$ cat config.mk
export PLATFORM = sky130hd
export DESIGN_NAME = led_pwm_fader_breather
export DESIGN_NICKNAME = d
export VERILOG_FILES = /design/src/hdl/lpfb_pkg.sv /design/src/hdl/led_pwm_fader_breather.sv
export SDC_FILE = /design/constraint.sdc
export NUM_CORES = 1
export LEC_CHECK = 0
export BUFFER_PORTS_ARGS = -buffer_cell sky130_fd_sc_hd__buf_2
export CAP_MARGIN = 0
export CORE_ASPECT_RATIO = 1.1
export CORE_MARGIN = 4
export CORE_UTILIZATION = 35
export CTS_CLUSTER_DIAMETER = 60
export CTS_CLUSTER_SIZE = 20
export DETAILED_ROUTE_END_ITERATION = 10
export SLEW_MARGIN = 30
export SYNTH_ARGS = -nofsm -noshare
export SYNTH_HDL_FRONTEND = slang
export SYNTH_SLANG_ARGS = --single-unit
$ cat constraint.sdc
create_clock -name clk -period 5 [get_ports clk]
set_input_delay 0.25 -clock clk [delete_from_list [all_inputs] [get_ports clk]]
set_output_delay 0.25 -clock clk [all_outputs]
set_load 0.02 [all_outputs]
$ cat src/hdl/lpfb_pkg.sv
// ----------------------------------------------------------------------------
// lpfb_pkg
// Shared codes, register indexes, reset values and types of the LED PWM
// fader and breather.
// ----------------------------------------------------------------------------
`default_nettype none

package lpfb_pkg;

	localparam int OpcodeW = 2;
	localparam int ArgW    = 8;
	localparam int DutyW   = 8;
	localparam int DivW    = 4;
	localparam int CountW  = 16;
	localparam int CfgIdxW = 3;
	localparam int CfgW    = 16;

	localparam logic [OpcodeW-1:0] OP_TICK  = 2'd0;
	localparam logic [OpcodeW-1:0] OP_FLASH = 2'd1;
	localparam logic [OpcodeW-1:0] OP_RING  = 2'd2;

	localparam logic [ArgW-1:0] RING_BREATHE = 8'd0;
	localparam logic [ArgW-1:0] RING_FIXED   = 8'd1;
	localparam logic [ArgW-1:0] RING_OFF     = 8'd2;

	localparam logic [DutyW-1:0] RING_FIXED_DUTY = 8'd60;

	localparam logic [CfgIdxW-1:0] REG_PWM_PERIOD    = 3'd0;
	localparam logic [CfgIdxW-1:0] REG_FLASH_DUTY    = 3'd1;
	localparam logic [CfgIdxW-1:0] REG_FADE_STEP     = 3'd2;
	localparam logic [CfgIdxW-1:0] REG_FADE_INTERVAL = 3'd3;
	localparam logic [CfgIdxW-1:0] REG_RING_STEP     = 3'd4;
	localparam logic [CfgIdxW-1:0] REG_RING_HOLD_ON  = 3'd5;
	localparam logic [CfgIdxW-1:0] REG_RING_HOLD_OFF = 3'd6;
	localparam logic [CfgIdxW-1:0] REG_RING_PEAK     = 3'd7;

	localparam logic [DutyW-1:0]  RST_PWM_PERIOD    = 8'd100;
	localparam logic [DutyW-1:0]  RST_FLASH_DUTY    = 8'd50;
	localparam logic [DutyW-1:0]  RST_FADE_STEP     = 8'd5;
	localparam logic [DivW-1:0]   RST_FADE_INTERVAL = 4'd10;
	localparam logic [CountW-1:0] RST_RING_STEP     = 16'd1200;
	localparam logic [CountW-1:0] RST_RING_HOLD_ON  = 16'd2400;
	localparam logic [CountW-1:0] RST_RING_HOLD_OFF = 16'd6000;
	localparam logic [DutyW-1:0]  RST_RING_PEAK     = 8'd160;

	typedef enum logic [3:0] {
		BR_RAMP_UP   = 4'b0001,
		BR_HOLD_ON   = 4'b0010,
		BR_RAMP_DOWN = 4'b0100,
		BR_HOLD_OFF  = 4'b1000
	} breath_state_t;

endpackage

`default_nettype wire

$ cat src/hdl/led_pwm_fader_breather.sv
// ----------------------------------------------------------------------------
// led_pwm_fader_breather
// Software-style PWM driver for fading direction LEDs and a breathing ring LED.
// ----------------------------------------------------------------------------
// Each beat on the input channel is one command: a pwm tick, a direction
// flash or a ring call. The block takes one beat per clock while the result
// side keeps up and answers every beat with exactly one result beat carrying
// the pin levels and the ring duty after that command. All state updates
// for a beat happen in the cycle it is accepted, in one pass of compare,
// count and subtract logic; the result register is the only stage.
// Configuration registers are written through the cfg port; the user must
// write them only while no beat is in flight; the block does not enforce it.
`default_nettype none

module led_pwm_fader_breather
	import lpfb_pkg::*;
#(
	parameter int DIRECTION_CHANNELS = 4
) (
	input  logic               clk,
	input  logic               arst_n,

	input  logic               cfg_we,
	input  logic [CfgIdxW-1:0] cfg_index,
	input  logic [CfgW-1:0]    cfg_data,

	input  logic               in_valid,
	output logic               in_ready,
	input  logic [OpcodeW-1:0] opcode,
	input  logic [ArgW-1:0]    argument,

	output logic               out_valid,
	input  logic               out_ready,
	output logic               up_pin,
	output logic               down_pin,
	output logic               left_pin,
	output logic               right_pin,
	output logic               ring_pin,
	output logic [DutyW-1:0]   ring_duty_now
);

	localparam int N    = DIRECTION_CHANNELS;
	localparam int PadW = (N > 4) ? N : 4;

	// configuration
	logic [DutyW-1:0]  pwm_period_q;
	logic [DutyW-1:0]  flash_duty_q;
	logic [DutyW-1:0]  fade_step_q;
	logic [DivW-1:0]   fade_interval_q;
	logic [CountW-1:0] ring_step_q;
	logic [CountW-1:0] ring_hold_on_q;
	logic [CountW-1:0] ring_hold_off_q;
	logic [DutyW-1:0]  ring_peak_q;

	// state
	logic [DutyW-1:0]  phase_q, phase_d;
	logic [DutyW-1:0]  duty_q [N];
	logic [DutyW-1:0]  duty_d [N];
	logic [DivW-1:0]   div_q [N];
	logic [DivW-1:0]   div_d [N];
	logic [DutyW-1:0]  ring_duty_q, ring_duty_d;
	breath_state_t     breath_q, breath_d;
	logic [DutyW-1:0]  level_q, level_d;
	logic [CountW-1:0] count_q, count_d;
	logic [CountW-1:0] count_inc;
	logic [N:0]        flag_q, flag_d;
	logic [N:0]        pin_q, pin_d;
	logic              wrap;
	logic              above;
	logic [PadW-1:0]   dir_pad;

	logic              accept;

	assign in_ready = !out_valid || out_ready;
	assign accept   = in_valid && in_ready;

	always_ff @(posedge clk or negedge arst_n) begin
		if (!arst_n) begin
			pwm_period_q    <= RST_PWM_PERIOD;
			flash_duty_q    <= RST_FLASH_DUTY;
			fade_step_q     <= RST_FADE_STEP;
			fade_interval_q <= RST_FADE_INTERVAL;
			ring_step_q     <= RST_RING_STEP;
			ring_hold_on_q  <= RST_RING_HOLD_ON;
			ring_hold_off_q <= RST_RING_HOLD_OFF;
			ring_peak_q     <= RST_RING_PEAK;
		end else if (cfg_we) begin
			unique case (cfg_index)
				REG_PWM_PERIOD:    pwm_period_q    <= cfg_data[DutyW-1:0];
				REG_FLASH_DUTY:    flash_duty_q    <= cfg_data[DutyW-1:0];
				REG_FADE_STEP:     fade_step_q     <= cfg_data[DutyW-1:0];
				REG_FADE_INTERVAL: fade_interval_q <= cfg_data[DivW-1:0];
				REG_RING_STEP:     ring_step_q     <= cfg_data;
				REG_RING_HOLD_ON:  ring_hold_on_q  <= cfg_data;
				REG_RING_HOLD_OFF: ring_hold_off_q <= cfg_data;
				REG_RING_PEAK:     ring_peak_q     <= cfg_data[DutyW-1:0];
				default: ;
			endcase
		end
	end

	// tick and flash: phase, direction duties, fade dividers and pin levels
	always_comb begin
		wrap    = 1'b0;
		phase_d = phase_q;
		duty_d  = duty_q;
		div_d   = div_q;
		flag_d  = flag_q;
		pin_d   = pin_q;
		above   = 1'b0;
		if (opcode == OP_TICK) begin
			if (phase_q < pwm_period_q) begin
				phase_d = phase_q + DutyW'(1);
			end else begin
				phase_d = DutyW'(1);
				wrap    = 1'b1;
			end
			for (int i = 0; i < N; i++) begin
				if (wrap && duty_q[i] != '0) begin
					if (div_q[i] < fade_interval_q) begin
						div_d[i] = div_q[i] + DivW'(1);
					end else begin
						div_d[i]  = '0;
						duty_d[i] = (duty_q[i] > fade_step_q) ? duty_q[i] - fade_step_q : '0;
					end
				end
			end
			for (int i = 0; i < N; i++) begin
				above = phase_d > duty_d[i];
				if (above && !flag_q[i]) begin
					flag_d[i] = 1'b1;
					pin_d[i]  = 1'b1;
				end else if (!above && flag_q[i]) begin
					flag_d[i] = 1'b0;
					pin_d[i]  = 1'b0;
				end
			end
			above = phase_d > ring_duty_q;
			if (above && !flag_q[N]) begin
				flag_d[N] = 1'b1;
				pin_d[N]  = 1'b0;
			end else if (!above && flag_q[N]) begin
				flag_d[N] = 1'b0;
				pin_d[N]  = 1'b1;
			end
		end else if (opcode == OP_FLASH) begin
			for (int i = 0; i < N; i++) begin
				if (argument == (ArgW'(1) << i)) begin
					duty_d[i] = flash_duty_q;
				end
			end
		end
	end

	// ring call: fixed, off and breathing sequence
	assign count_inc = count_q + CountW'(1);

	always_comb begin
		breath_d    = breath_q;
		level_d     = level_q;
		count_d     = count_q;
		ring_duty_d = ring_duty_q;
		if (opcode == OP_RING) begin
			count_d = count_inc;
			if (argument == RING_FIXED) begin
				ring_duty_d = RING_FIXED_DUTY;
			end else if (argument == RING_OFF) begin
				ring_duty_d = '0;
			end else if (argument == RING_BREATHE) begin
				unique case (breath_q)
					BR_RAMP_UP: begin
						if (level_q < ring_peak_q) begin
							if (count_inc >= ring_step_q) begin
								count_d     = '0;
								level_d     = level_q + DutyW'(1);
								ring_duty_d = level_q + DutyW'(1);
							end
						end else begin
							breath_d = BR_HOLD_ON;
							count_d  = '0;
						end
					end
					BR_HOLD_ON: begin
						if (count_inc >= ring_hold_on_q) begin
							breath_d = BR_RAMP_DOWN;
						end
					end
					BR_RAMP_DOWN: begin
						if (level_q != '0) begin
							if (count_inc >= ring_step_q) begin
								count_d     = '0;
								level_d     = level_q - DutyW'(1);
								ring_duty_d = level_q - DutyW'(1);
							end
						end else begin
							breath_d = BR_HOLD_OFF;
							count_d  = '0;
						end
					end
					BR_HOLD_OFF: begin
						if (count_inc >= ring_hold_off_q) begin
							breath_d = BR_RAMP_UP;
						end
					end
					default: breath_d = BR_RAMP_UP;
				endcase
			end
		end
	end

	always_ff @(posedge clk or negedge arst_n) begin
		if (!arst_n) begin
			phase_q     <= '0;
			duty_q      <= '{default: '0};
			div_q       <= '{default: '0};
			ring_duty_q <= '0;
			breath_q    <= BR_RAMP_UP;
			level_q     <= '0;
			count_q     <= '0;
			flag_q      <= '0;
			pin_q       <= '0;
		end else if (accept) begin
			phase_q     <= phase_d;
			duty_q      <= duty_d;
			div_q       <= div_d;
			ring_duty_q <= ring_duty_d;
			breath_q    <= breath_d;
			level_q     <= level_d;
			count_q     <= count_d;
			flag_q      <= flag_d;
			pin_q       <= pin_d;
		end
	end

	// result beat
	assign dir_pad = PadW'(pin_d[N-1:0]);

	always_ff @(posedge clk or negedge arst_n) begin
		if (!arst_n) begin
			out_valid <= 1'b0;
		end else if (accept) begin
			out_valid <= 1'b1;
		end else if (out_ready) begin
			out_valid <= 1'b0;
		end
	end

	always_ff @(posedge clk) begin
		if (accept) begin
			up_pin        <= dir_pad[0];
			down_pin      <= dir_pad[1];
			left_pin      <= dir_pad[2];
			right_pin     <= dir_pad[3];
			ring_pin      <= pin_d[N];
			ring_duty_now <= ring_duty_d;
		end
	end

	// checks
	a_ready_when_free: assert property (@(posedge clk) disable iff (!arst_n)
		!out_valid |-> in_ready)
		else $error("input stalled with empty result register");

	a_dir_pin_tracks_flag: assert property (@(posedge clk) disable iff (!arst_n)
		pin_q[N-1:0] == flag_q[N-1:0])
		else $error("direction pin out of step with its compare flag");

	a_phase_after_tick: assert property (@(posedge clk) disable iff (!arst_n)
		accept && opcode == OP_TICK |=> phase_q != '0)
		else $error("phase zero after a tick");

	a_ring_duty_reported: assert property (@(posedge clk) disable iff (!arst_n)
		accept |=> ring_duty_now == ring_duty_q)
		else $error("reported ring duty differs from state");

endmodule

`default_nettype wire

==> impl_metrics.env <==
export IMPL_status="complete, no violations"
export IMPL_cts_resized=0
export IMPL_die_y_um=220.1
export IMPL_cts_path_max_buffers=2
export IMPL_rsz0062_at_grt="false"
export IMPL_cts_setup_buffers=0
export IMPL_first_pass_iters=7
export IMPL_crit_path_max_fanout=10
export IMPL_grt_pass1_vias=11680
export IMPL_p_per_area_nw_per_um2=410.6
export IMPL_worst_slew_pin_slew_ns=1.030
export IMPL_wl_mm=40.58
export IMPL_hpwl_mm=30.17
export IMPL_clkSlewWorstSetupHoldPaths_ns=0.09
export IMPL_synth_seq_cells=200
export IMPL_yosysWarningCount=0
export IMPL_drv_slew=0
export IMPL_synth_edf_count=13
export IMPL_ir_drop_uv=317.2
export IMPL_insertion_delay_ns=0.47
export IMPL_die_area_um2=44190
export IMPL_max_cap_violations=0
export IMPL_hold_class="in -> reg"
export IMPL_cp_num_cells=18
export IMPL_worst_path_max_delay_cell="a41oi_2"
export IMPL_cts_buffers=17
export IMPL_synth_async_reset_ratio=0.9350
export IMPL_slew_headroom=0.2953
export IMPL_yosysUniqueCellTypes=91
export IMPL_syn_inst=1539
export IMPL_path_delay_family="compound AO/OA/AOI/OAI gates"
export IMPL_start_util=0.3553
export IMPL_cts_sinks=200
export IMPL_fill_cells=4009
export IMPL_final_cell_mix="ha_1, dfrtp_1, inv_1, nand2_1, nor2_1"
export IMPL_period_needed_ns=4.623
export IMPL_final_cell_area_um2=15990
export IMPL_cts_root_buf="clkbuf_16"
export IMPL_cp_buffers_inverters=1
export IMPL_crit_path_end="pin_q[0]"
export IMPL_r2r_start="pwm_period_q[6]"
export IMPL_drtIter0Drc=758
export IMPL_worst_setup_path_start_kind="flip-flop"
export IMPL_rr_worst_depth=18
export IMPL_rrSetupSlack_ns=0.38
export IMPL_grt_max_degree=118
export IMPL_tns_ns=0
export IMPL_post_route_period_util=0.9245
export IMPL_leakagePower_nw=7.364
export IMPL_synthToLayoutAreaGrowth_pct=11.75
export IMPL_critical_path_max_stage_delay_ns=0.62
export IMPL_holdPathStages=3
export IMPL_synth_main_ff_cell="dfrtp_1"
export IMPL_cp_startpoint="pwm_period_q[6]"
export IMPL_critPathArrivalTime_ns=4.98
export IMPL_vias_per_cell=5.593
export IMPL_core_um2=40270
export IMPL_ctsHtreeMaxLevel=4
export IMPL_cp_required_ns=5.36
export IMPL_grt_usage=0.1827
export IMPL_diodes=0
export IMPL_rows=77
export IMPL_rr_endpoint="pin_q[0]"
export IMPL_endpoint_kind="flip-flop"
export IMPL_gp_congestion=0.9574
export IMPL_ios=49
export IMPL_synth_cell_area_um2=14310
export IMPL_setup_viol=0
export IMPL_num_vias=11900
export IMPL_place_area_um2=15340
export IMPL_die_w_um=200.8
export IMPL_fmax_mhz=216.3
export IMPL_cts_hold_buf=2
export IMPL_crit_type="reg -> reg"
export IMPL_layout_commonest_cell="ha_1"
export IMPL_fin_worst_skew_ns=0.02076
export IMPL_fin_nets=1805
export IMPL_port_buffers=48
export IMPL_grt_pass1_wl_mm=64.65
export IMPL_yosysSeqAreaShare=0.3567
export IMPL_routedWlPerCell_um=19.07
export IMPL_path_cells="inv_1 > ha_1 > o211a_1 > nand3_1 > nand2_1 > a41oi_2 > and3_1 > ha_1 > nor2b_1 > o21a_1 > o21ai_0 > nand2b_1 > a21oi_1 > o21ai_0 > o21a_1 > ha_1 > a22o_1 > mux2_2"
export IMPL_layout_drive_gt1_share=0.1523
export IMPL_antenna_left=0
export IMPL_drc_errors=0
export IMPL_power_mw=6.566
export IMPL_antenna_found_initial=0
export IMPL_grt_overflow_total=0
export IMPL_crit_path_frequent_cell="ha_1"
export IMPL_hold_viol=0
export IMPL_cts_tree="built"
export IMPL_syn_nets=1742
export IMPL_synth_avg_cell_area_um2=9.298
## cell usage after synthesis, types with 21 or more instances
cell,instances,area share
nand3_1,48,0.017
nand4_1,26,0.011
nor2_1,103,0.027
and3_1,32,0.014
o21ai_0,98,0.034
nand2b_1,27,0.012
nor3_1,21,0.0073
a21o_1,34,0.018
nand2_1,124,0.033
nor2b_1,23,0.010
clkbuf_1,42,0.011
dfstp_2,28,0.051
mux2_2,72,0.057
inv_1,128,0.034
ha_1,165,0.14
a21oi_1,68,0.024
dfrtp_1,159,0.28
## worst min-delay path by stage
stage / start / endpoint / slack (ns)
after CTS: cfg_data[9] / ring_step_q[9] / 0.008
after detailed placement: arst_n / ring_step_q[6] / 0.33
after floorplan: arst_n / breath_q[1] / -0.05
final: cfg_data[9] / ring_step_q[9] / 0.02
after global routing: cfg_data[8] / ring_step_q[8] / 0.03
after global placement: arst_n / ring_hold_on_q[4] / 0.33
## report_power, final
part           internal [mW]  switching (mW)
logic                   1.21            1.62
clock network          0.690           0.775
registers               1.99           0.283
## final cells by class
cell class                      instances  area [µm²]  area share
Clock buffer                           17       425.4     0.02660
Clock inverter                         15       191.4     0.01197
Inverter                              128       480.5     0.03004
Multi-Input combinational cell       1165        8559      0.5352
Sequential cell                       200        5105      0.3192
Tap cell                              513       641.9     0.04014
Timing Repair Buffer                   90       588.1     0.03677
## sequential cells by signal, summed over array words and instances (netlist names), 16 cells and up
| signal | cells |
|---|---|
| duty_q | 32 |
| count_q | 16 |
| div_q | 16 |
| ring_hold_off_q | 16 |
| ring_hold_on_q | 16 |
| ring_step_q | 16 |
## metrics by stage
step	setup slack, ns	utilization	hold slack (ns)	std cells
2_1_floorplan	0.8858	-	-0.04559	1539
3_3_place_gp	0.5094	0.3805	0.3317	2092
3_5_place_dp	0.4087	0.3809	0.3258	2093
4_1_cts	0.3744	0.3967	0.008011	2127
5_1_grt	0.05114	0.3971	0.02746	2128
6_report	0.3773	0.3971	0.01916	2128
## cells by family (layout without fill, tap and decap cells)
family,after synthesis,in the layout,share of synthesized area
AND/OR/NAND/NOR,482,482,0.1722
buffers and inverters,174,250,0.04634
adder cells (fa/ha/maj),169,169,0.1499
multiplexers,85,85,0.06575
XOR/XNOR,38,38,0.02326
AO/OA/AOI/OAI,391,391,0.1859
flip-flops,200,200,0.3567
## layer usage
layer	track usage	routed length, µm	share of wire	up-vias
met5	0	0	0	-
met4	0.06815	1391	0.034	0
met3	0.02767	1885	0.046	72
met2	0.3240	20050	0.49	324
met1	0.2262	17250	0.43	5756
li1	-	-	-	5750
## tightest hold or removal path, delay by kind of cell
family / cells / cell delay, ns
AO/OA/AOI/OAI: 1 / 0.06
AND/OR/NAND/NOR: 1 / 0.04
buffers and inverters: 1 / 0.10
(Power assumes the default switching activity.)
